## src/rtl/core/aapd_pkg.sv

```systemverilog
// ----------------------------------------------------------------------------
// aapd_pkg
// Types, constants and helpers shared by the airbrake apogee controller.
// ----------------------------------------------------------------------------
package aapd_pkg;

  // divider geometry: widest dividend is gsum << 56, widest divisor is v^2
  localparam int unsigned DIV_NW = 103;
  localparam int unsigned DIV_DW = 63;
  localparam int unsigned DIV_CW = $clog2(DIV_NW);

  // configuration register indexes
  localparam logic [2:0] REG_SOS    = 3'd0;
  localparam logic [2:0] REG_MASS   = 3'd1;
  localparam logic [2:0] REG_AREA   = 3'd2;
  localparam logic [2:0] REG_GRAV   = 3'd3;
  localparam logic [2:0] REG_ZETA   = 3'd4;
  localparam logic [2:0] REG_TARGET = 3'd5;
  localparam logic [2:0] REG_FLOOR  = 3'd6;

  localparam logic [25:0] SOS_RST    = 26'd22478848;
  localparam logic [25:0] MASS_RST   = 26'd1310720;
  localparam logic [16:0] AREA_RST   = 17'd655;
  localparam logic [20:0] GRAV_RST   = 21'd642908;
  localparam logic [18:0] ZETA_RST   = 19'd46341;
  localparam logic [30:0] TARGET_RST = 31'd200540160;
  localparam logic [17:0] FLOOR_RST  = 18'd6554;

  localparam logic [61:0] SAT_CAP    = '1;
  localparam logic [15:0] ANGLE_STOW = 16'd46080;
  localparam logic [16:0] MACH_LO    = 17'd19661;
  localparam logic [16:0] MACH_HI    = 17'd72090;
  localparam logic [16:0] DEPLOY_MAX = 17'd65536;
  localparam logic [31:0] ACCEL_LIM  = 32'd3276800;
  localparam logic [25:0] KELVIN_Q16 = 26'd17901158;
  localparam logic [63:0] GAS_R_Q16  = 64'd18812633;
  localparam logic [31:0] ANGLE_SPAN = 32'd42240;
  localparam logic [31:0] ROUND_HALF = 32'd32768;
  localparam logic [31:0] DT_DEFAULT = 32'd20;
  localparam logic [DIV_NW-1:0] DRAG_CAP = DIV_NW'(64'd1 << 46);
  localparam logic [DIV_NW-1:0] TERM_CAP = DIV_NW'(64'd1 << 47);

  // drag polynomial, Q2.30 coefficients
  localparam logic [63:0] POLY_A1 = 64'd21152714;
  localparam logic [63:0] POLY_A2 = 64'd42305428;
  localparam logic [63:0] POLY_A3 = 64'd26414049;
  localparam logic [63:0] POLY_B1 = 64'd9234180;
  localparam logic [63:0] POLY_B2 = 64'd19219979;
  localparam logic [63:0] POLY_B3 = 64'd12670154;
  localparam logic signed [63:0] POLY_A0 = -(64'sd2899103 * 64'sd65536);
  localparam logic signed [63:0] POLY_B0 = 64'sd3758096 * 64'sd65536;
  localparam logic signed [63:0] CD_BASE = 64'sd1844674407370955162;

  typedef enum logic [4:0] {
    S_IDLE, S_RK, S_RHO, S_MACH, S_M2, S_M3, S_D2,
    S_A1, S_A2, S_A3, S_AD, S_B1, S_B2, S_B3, S_BD,
    S_KC1, S_KC2, S_V2, S_KV, S_DRAG, S_TERM, S_H, S_H2,
    S_NM, S_KP, S_KD, S_ERR, S_RMAG, S_PM, S_DM, S_FIN
  } seq_state_e;

  typedef struct packed {
    logic        start;
    logic [63:0] a;
    logic [63:0] b;
  } mul_req_t;

  typedef struct packed {
    logic              start;
    logic [DIV_NW-1:0] num;
    logic [DIV_DW-1:0] den;
  } div_req_t;

  function automatic logic [61:0] sat62(input logic [127:0] v);
    return (v[127:62] != '0) ? SAT_CAP : v[61:0];
  endfunction

endpackage

```

## src/rtl/core/aapd_mul.sv

```systemverilog
// ----------------------------------------------------------------------------
// aapd_mul
// 64x64 unsigned multiplier, one 32x32 partial product per cycle.
// ----------------------------------------------------------------------------
module aapd_mul (
  input  logic              clk_i,
  input  logic              rst_ni,
  input  aapd_pkg::mul_req_t req_i,
  output logic              done_o,
  output logic [127:0]      prod_o
);
  import aapd_pkg::*;

  logic        busy_q, done_q;
  logic [2:0]  cnt_q;
  logic [63:0] a_q, b_q, pp_q;
  logic [1:0]  sh_q;
  logic [127:0] acc_q;
  logic [31:0] a_half, b_half;

  assign a_half = cnt_q[1] ? a_q[63:32] : a_q[31:0];
  assign b_half = cnt_q[0] ? b_q[63:32] : b_q[31:0];

  always_ff @(posedge clk_i or negedge rst_ni) begin
    if (!rst_ni) begin
      busy_q <= 1'b0;
      done_q <= 1'b0;
      cnt_q  <= '0;
    end else begin
      done_q <= 1'b0;
      if (req_i.start && !busy_q) begin
        busy_q <= 1'b1;
        cnt_q  <= '0;
      end else if (busy_q) begin
        cnt_q <= cnt_q + 3'd1;
        if (cnt_q == 3'd4) begin
          busy_q <= 1'b0;
          done_q <= 1'b1;
        end
      end
    end
  end

  // partial product registered, accumulated in the cycle after
  always_ff @(posedge clk_i) begin
    if (req_i.start && !busy_q) begin
      a_q   <= req_i.a;
      b_q   <= req_i.b;
      acc_q <= '0;
    end else if (busy_q) begin
      if (cnt_q != 3'd4) begin
        pp_q <= 64'(a_half) * 64'(b_half);
        sh_q <= {1'b0, cnt_q[1]} + {1'b0, cnt_q[0]};
      end
      if (cnt_q != 3'd0) begin
        acc_q <= acc_q + ({64'b0, pp_q} << {sh_q, 5'b0});
      end
    end
  end

  assign done_o = done_q;
  assign prod_o = acc_q;

endmodule

```

## config.mk

```make
export PLATFORM = sky130hd
export DESIGN_NAME = aapd_mul
export DESIGN_NICKNAME = d
export VERILOG_FILES = /design/src/rtl/core/aapd_pkg.sv /design/src/rtl/core/aapd_mul.sv
export SDC_FILE = /design/constraint.sdc
export NUM_CORES = 2
export LEC_CHECK = 0
export BUFFER_PORTS_ARGS = -buffer_cell sky130_fd_sc_hd__buf_4
export CORE_MARGIN = 2
export CORE_UTILIZATION = 29
export DETAILED_ROUTE_END_ITERATION = 10
export PLACE_DENSITY_LB_ADDON = 0.08
export SLEW_MARGIN = 20
export SYNTH_ARGS = -nofsm -noshare
export SYNTH_HDL_FRONTEND = slang
export SYNTH_SLANG_ARGS = --single-unit
```

## constraint.sdc

```tcl
create_clock -name clk_i -period 12.2 [get_ports clk_i]
set_clock_uncertainty 0.1 [all_clocks]
set_input_delay 1.22 -clock clk_i [delete_from_list [all_inputs] [get_ports clk_i]]
set_output_delay 1.22 -clock clk_i [all_outputs]
set_load 0.005 [all_outputs]
```

# Yosys cells after proc, flatten, opt, wreduce, memory -nomap -nowiden
# Index checks and enable logic that the tools add are counted.
[totals]
register_bits = 327
inputBits = 131
out_inout_bits = 129
[op_classes]
add_sub_neg = 3
multipliers = 1
n_eq_ne = 2
shift = 1
n_mux = 10
n_bitwise = 1
reduce_logical = 6
[ops]
columns = ["operator", "n"]
rows = [
  ["adder 128 bit", 1],
  ["<< shifter 64 x 7 -> 128 bit", 1],
  ["multiplier 32 x 32 -> 64 bit", 1],
  ["2-to-1 mux 32 bit", 2],
  ["2-to-1 mux 1 bit", 6],
  ["2-to-1 mux 3 bit", 2],
  ["adder 3 x 1 -> 3 bit (second input constant)", 1],
  ["== test 3 bit (second input constant)", 1],
  ["inequality test 3 bit (second input constant)", 1],
  ["AND reduction 3 bit", 1],
  ["nonzero test 3 bit", 1],
  ["adder 1 x 1 -> 2 bit", 1],
  ["AND reduction 2 bit", 1],
  ["nonzero test 2 bit", 1],
  ["logical AND 1 bit", 1],
  ["zero test 1 bit", 1],
  ["inverter 1 bit", 1],
]

# Longest topological paths before layout
[depth]
ltp_word = 4
ltp_mapped = 34
mapped_depth_nobuf = 30

# Worst setup path after synthesis
# Ideal clock, no wire load.
[synth_path]
path_type = "reg2reg"
from = "register cnt_q[0]"
to = "register pp_q[63] (data pin)"
setup_ns = 0.255
t_arrival_ns = 8.609
t_required_ns = 11.845
setup_slack_ns = 3.236
stages_incl_launch_ff = 33
n_path_buf = 5
period_less_slack_ns = 8.964
path_cell_list = "dfrtp_1 > clkbuf_1 > clkbuf_1 > clkbuf_1 > buf_1 > mux2_2 > nand2_1 > fa_1 > fa_1 > fa_1 > fa_1 > inv_1 > fa_1 > inv_1 > fa_1 > inv_1 > fa_1 > inv_1 > fa_1 > inv_1 > ha_1 > clkbuf_1 > a21oi_1 > o21ai_1 > a21oi_1 > nand2_1 > o31ai_2 > a31oi_1 > or4b_1 > a31oi_2 > o221ai_1 > mux2i_1 > and3b_1"
[synth_between]
elab_chain_cells = 2
[synth_rtl]
columns = ["item", "line", "source"]
rows = [
  ["start, declared", "aapd_mul.sv:15", "logic [2:0] cnt_q;"],
  ["start signal, assigned", "aapd_mul.sv:35", "cnt_q <= cnt_q + 3'd1;"],
  ["2-to-1 mux 32 bit", "aapd_mul.sv:22", "assign b_half = cnt_q[0] ? b_q[63:32] : b_q[31:0];"],
  ["multiplier 32 x 32 -> 64 bit", "aapd_mul.sv:52", "pp_q <= 64'(a_half) * 64'(b_half);"],
  ["end signal, assigned", "aapd_mul.sv:52", ""],
  ["end, declared", "aapd_mul.sv:16", "logic [63:0] a_q, b_q, pp_q;"],
]
# No other way between the ends.
# A chain may end at the register's enable or synchronous reset.

# Final worst setup path
# Ends and elaborated chain as after synthesis.

==> flow_summary.yaml <==
clocking:
  cts_tree: "yes"
  path_clk_slew_ps: 60
  post_cts_buffers: 0
  cts_resized: 0
  hold_buffers: 0
  cts.sink_count: 327
  cts_max_path_buffers: 3
  clock_latency_ps: 700
  root_buffer: "clkbuf_16"
  cts_made_buffers: 47
  cts_max_level: 2
placed_design:
  numPortBuffers: 259
  dp_hpwl_um: 186000
  place_ws_ps: 2150
  gp_congestion: 0.919
synthesis:
  synth_top_area_cell: "fa_1"
  synth_cell_type_count: 103
  syn_inst: 6003
  synth_fp_nets: 7423
  ys_seq_area_share_pct: 16.0
  synth_enable_flop_cells: 194
  ys_top_cells_by_area: "fa_1, edfxtp_1, ha_1, inv_1, nand2_1"
  synth_area_um2: 53100
  yosysTopAreaCellShare_pct: 33.8
  ys_ff_latch: 327
  synth_area_per_cell_um2: 8.85
  synth-async-reset-ratio_pct: 1.53
  ys_warn_count: 0
  ys.flop_type: "edfxtp_1"
floorplan:
  core_area_um2: 182000
  io_pins: 260
  die-area_um2: 187000
  die_x_um: 432
  rows: 157
  start_util_pct: 29.1
  die_h_um: 432
timing:
  tightest_slew_ps: 1290
  fmax_mhz: 99.6
  slew_headroom_pct: 11.8
  layout_setup_ws_ps: 2160
  fin_setup_tns_ps: 0
  setup_viol: 0
  grt_setup_unrepaired: "no"
  period_share_pct: 82.3
  hold_viol: 0
  min_period_ps: 10040
  timing.final.max_slew_violations: 0
  holdWs_ps: 307
final_layout:
  fillers: 19100
  syn_to_final_growth_pct: 12.1
  final_nets: 7513
  layout-drive-gt1-share_pct: 10.0
  layout_commonest_cell: "inv_1"
  layout_common_cells: "inv_1, fa_1, nand2_1, nor2_1, ha_1"
critical_path:
  r2r_setup_slack_ps: 2160
  r2r_end: "pp_q[63]"
  critPathSlowestCell: "dfrtp_4"
  cp-start-kind: "register"
  reg2reg_depth: 27
  arrival_ps: 10390
  worstSetupPathType: "reg2reg"
  critical_path_depth: 27
  path_buf_inv: 5
  crit_top_cell: "fa_1"
  cp.required_ps: 12540
  critPathCaptureType: "register"
  critPathTopFamily: "adder cells"
  r2r_start: "cnt_q[0]"
  cp_max_fo: 35
  max_stage_delay_ps: 900
route:
  drcViolationCount: 0
  ant_nets: 0
  drt_iter0_drc: 3039
  drt_pass1_iterations: 5
  routed_wl_um: 228000
  num_vias: 42800
  wire_per_inst_um: 26.7
  via_per_inst: 5.03
flow_run:
  drv_cap: 0
global_route:
  grt_overflow: 0
  grt-busiest-layer: "met2"
  use_met3_pct: 3.10
  grt_pass1_vias: 45200
  use_met2_pct: 40.8
  grt_pass1_wl_um: 327000
  grt_max_degree: 80
  grt.total_usage_pct: 24.4
  grtUsageMet1_pct: 32.5
  antenna_found_initial: 0
run_status:
  outcome: "finished, final reports clean"
min_path:
  hold_path.class: "in2async"
logic make-up after synthesis:
| kind of cell | synth area share (%) |
|---|---|
| and+or+nand+nor | 14.7 |
| DFF | 16.0 |
| muxes | 3.23 |
| xor gates and xnor gates | 2.94 |
| adders and majority gates | 43.0 |
| buffers and inverters | 8.95 |
| AOI/OAI and AO/OA | 11.1 |
worst max path at each step:
stage | from | endpoint | slack (ps)
finish | cnt_q[0] | pp_q[63] | 2160
detailed placement | cnt_q[0] | pp_q[63] | 2150
global route | cnt_q[1] | pp_q[61] | 1780
CTS | cnt_q[0] | pp_q[63] | 2120
floorplan | cnt_q[0] | pp_q[63] | 3240
global placement | cnt_q[1] | pp_q[63] | 2210
through the flow:
step | instances | area, um^2 | util, %
2_1_floorplan | 6003 | 53100 | -
3_3_place_gp | 8428 | 57900 | 31.7
3_5_place_dp | 8428 | 57900 | 31.7
4_1_cts | 8515 | 59500 | 32.6
5_1_grt | 8516 | 59500 | 32.6
6_report | 8517 | 59500 | 32.6
metal layers:
metal,vias up,wire length [um]
li1,19400,-
met1,21900,101000
met2,1281,107000
met3,244,11300
met4,0,8220
met5,-,0
cells in the mapped netlist (10+ instances only):
cell type	n
inv_1	941
fa_1	897
nand2_1	752
nor2_1	744
ha_1	392
a21oi_1	318
clkbuf_1	271
edfxtp_1	194
o21ai_0	185
dfxtp_1	128
xnor2_1	111
a21o_1	98
mux2i_1	98
nand4_1	81
nand3_1	77
xor2_1	67
mux2_2	65
nor2b_1	52
o21bai_1	50
and2_1	36
a22o_1	35
o21ai_1	35
nor3_1	30
buf_1	26
a31oi_1	25
a211oi_1	20
buf_2	20
o21a_1	20
and3_1	19
nand2b_1	18
o31ai_1	14
or3_1	13
a21boi_0	10
o211ai_1	10
registers in the layout (all words and copies together) (netlist names):
| signal | count |
|---|---|
| a_q | 64 |
| cnt_q | 3 |
| busy_q | 1 |
| pp_q | 64 |
| done_o | 1 |
| prod_o | 128 |
| sh_q | 2 |
| b_q | 64 |
area by class of cell:
class | instances | area [um^2] | share of cell area (%)
clock inverters | 34 | 354 | 0.595
multi-input cells | 4417 | 40200 | 67.5
clock buffers | 53 | 1220 | 2.05
well taps | 2385 | 2980 | 5.01
repair buffers | 359 | 2720 | 4.56
diodes | 1 | 2.50 | 0.00420
flip-flops and latches | 327 | 8520 | 14.3
inverters | 941 | 3540 | 5.95
worst register-to-register path, cell delays in order (launching register included):
cell	delay [ps]
dfrtp_4	900
mux2i_2	800
buf_4	420
nor2_1	100
fa_1	510
inv_1	50
fa_1	500
fa_1	460
fa_1	560
inv_1	60
fa_1	490
fa_1	460
fa_1	520
inv_1	60
fa_1	560
inv_1	90
ha_1	390
a21o_1	210
a21o_1	180
a21oi_1	260
nand2_1	100
o31ai_2	420
a31oi_1	240
or4b_1	610
a31oi_2	240
o221ai_1	170
mux2i_1	150
and3b_1	180
Power is left out: the tool's default activity adds up to more than one toggle a clock period on the data nets, which glitch-free logic cannot reach.
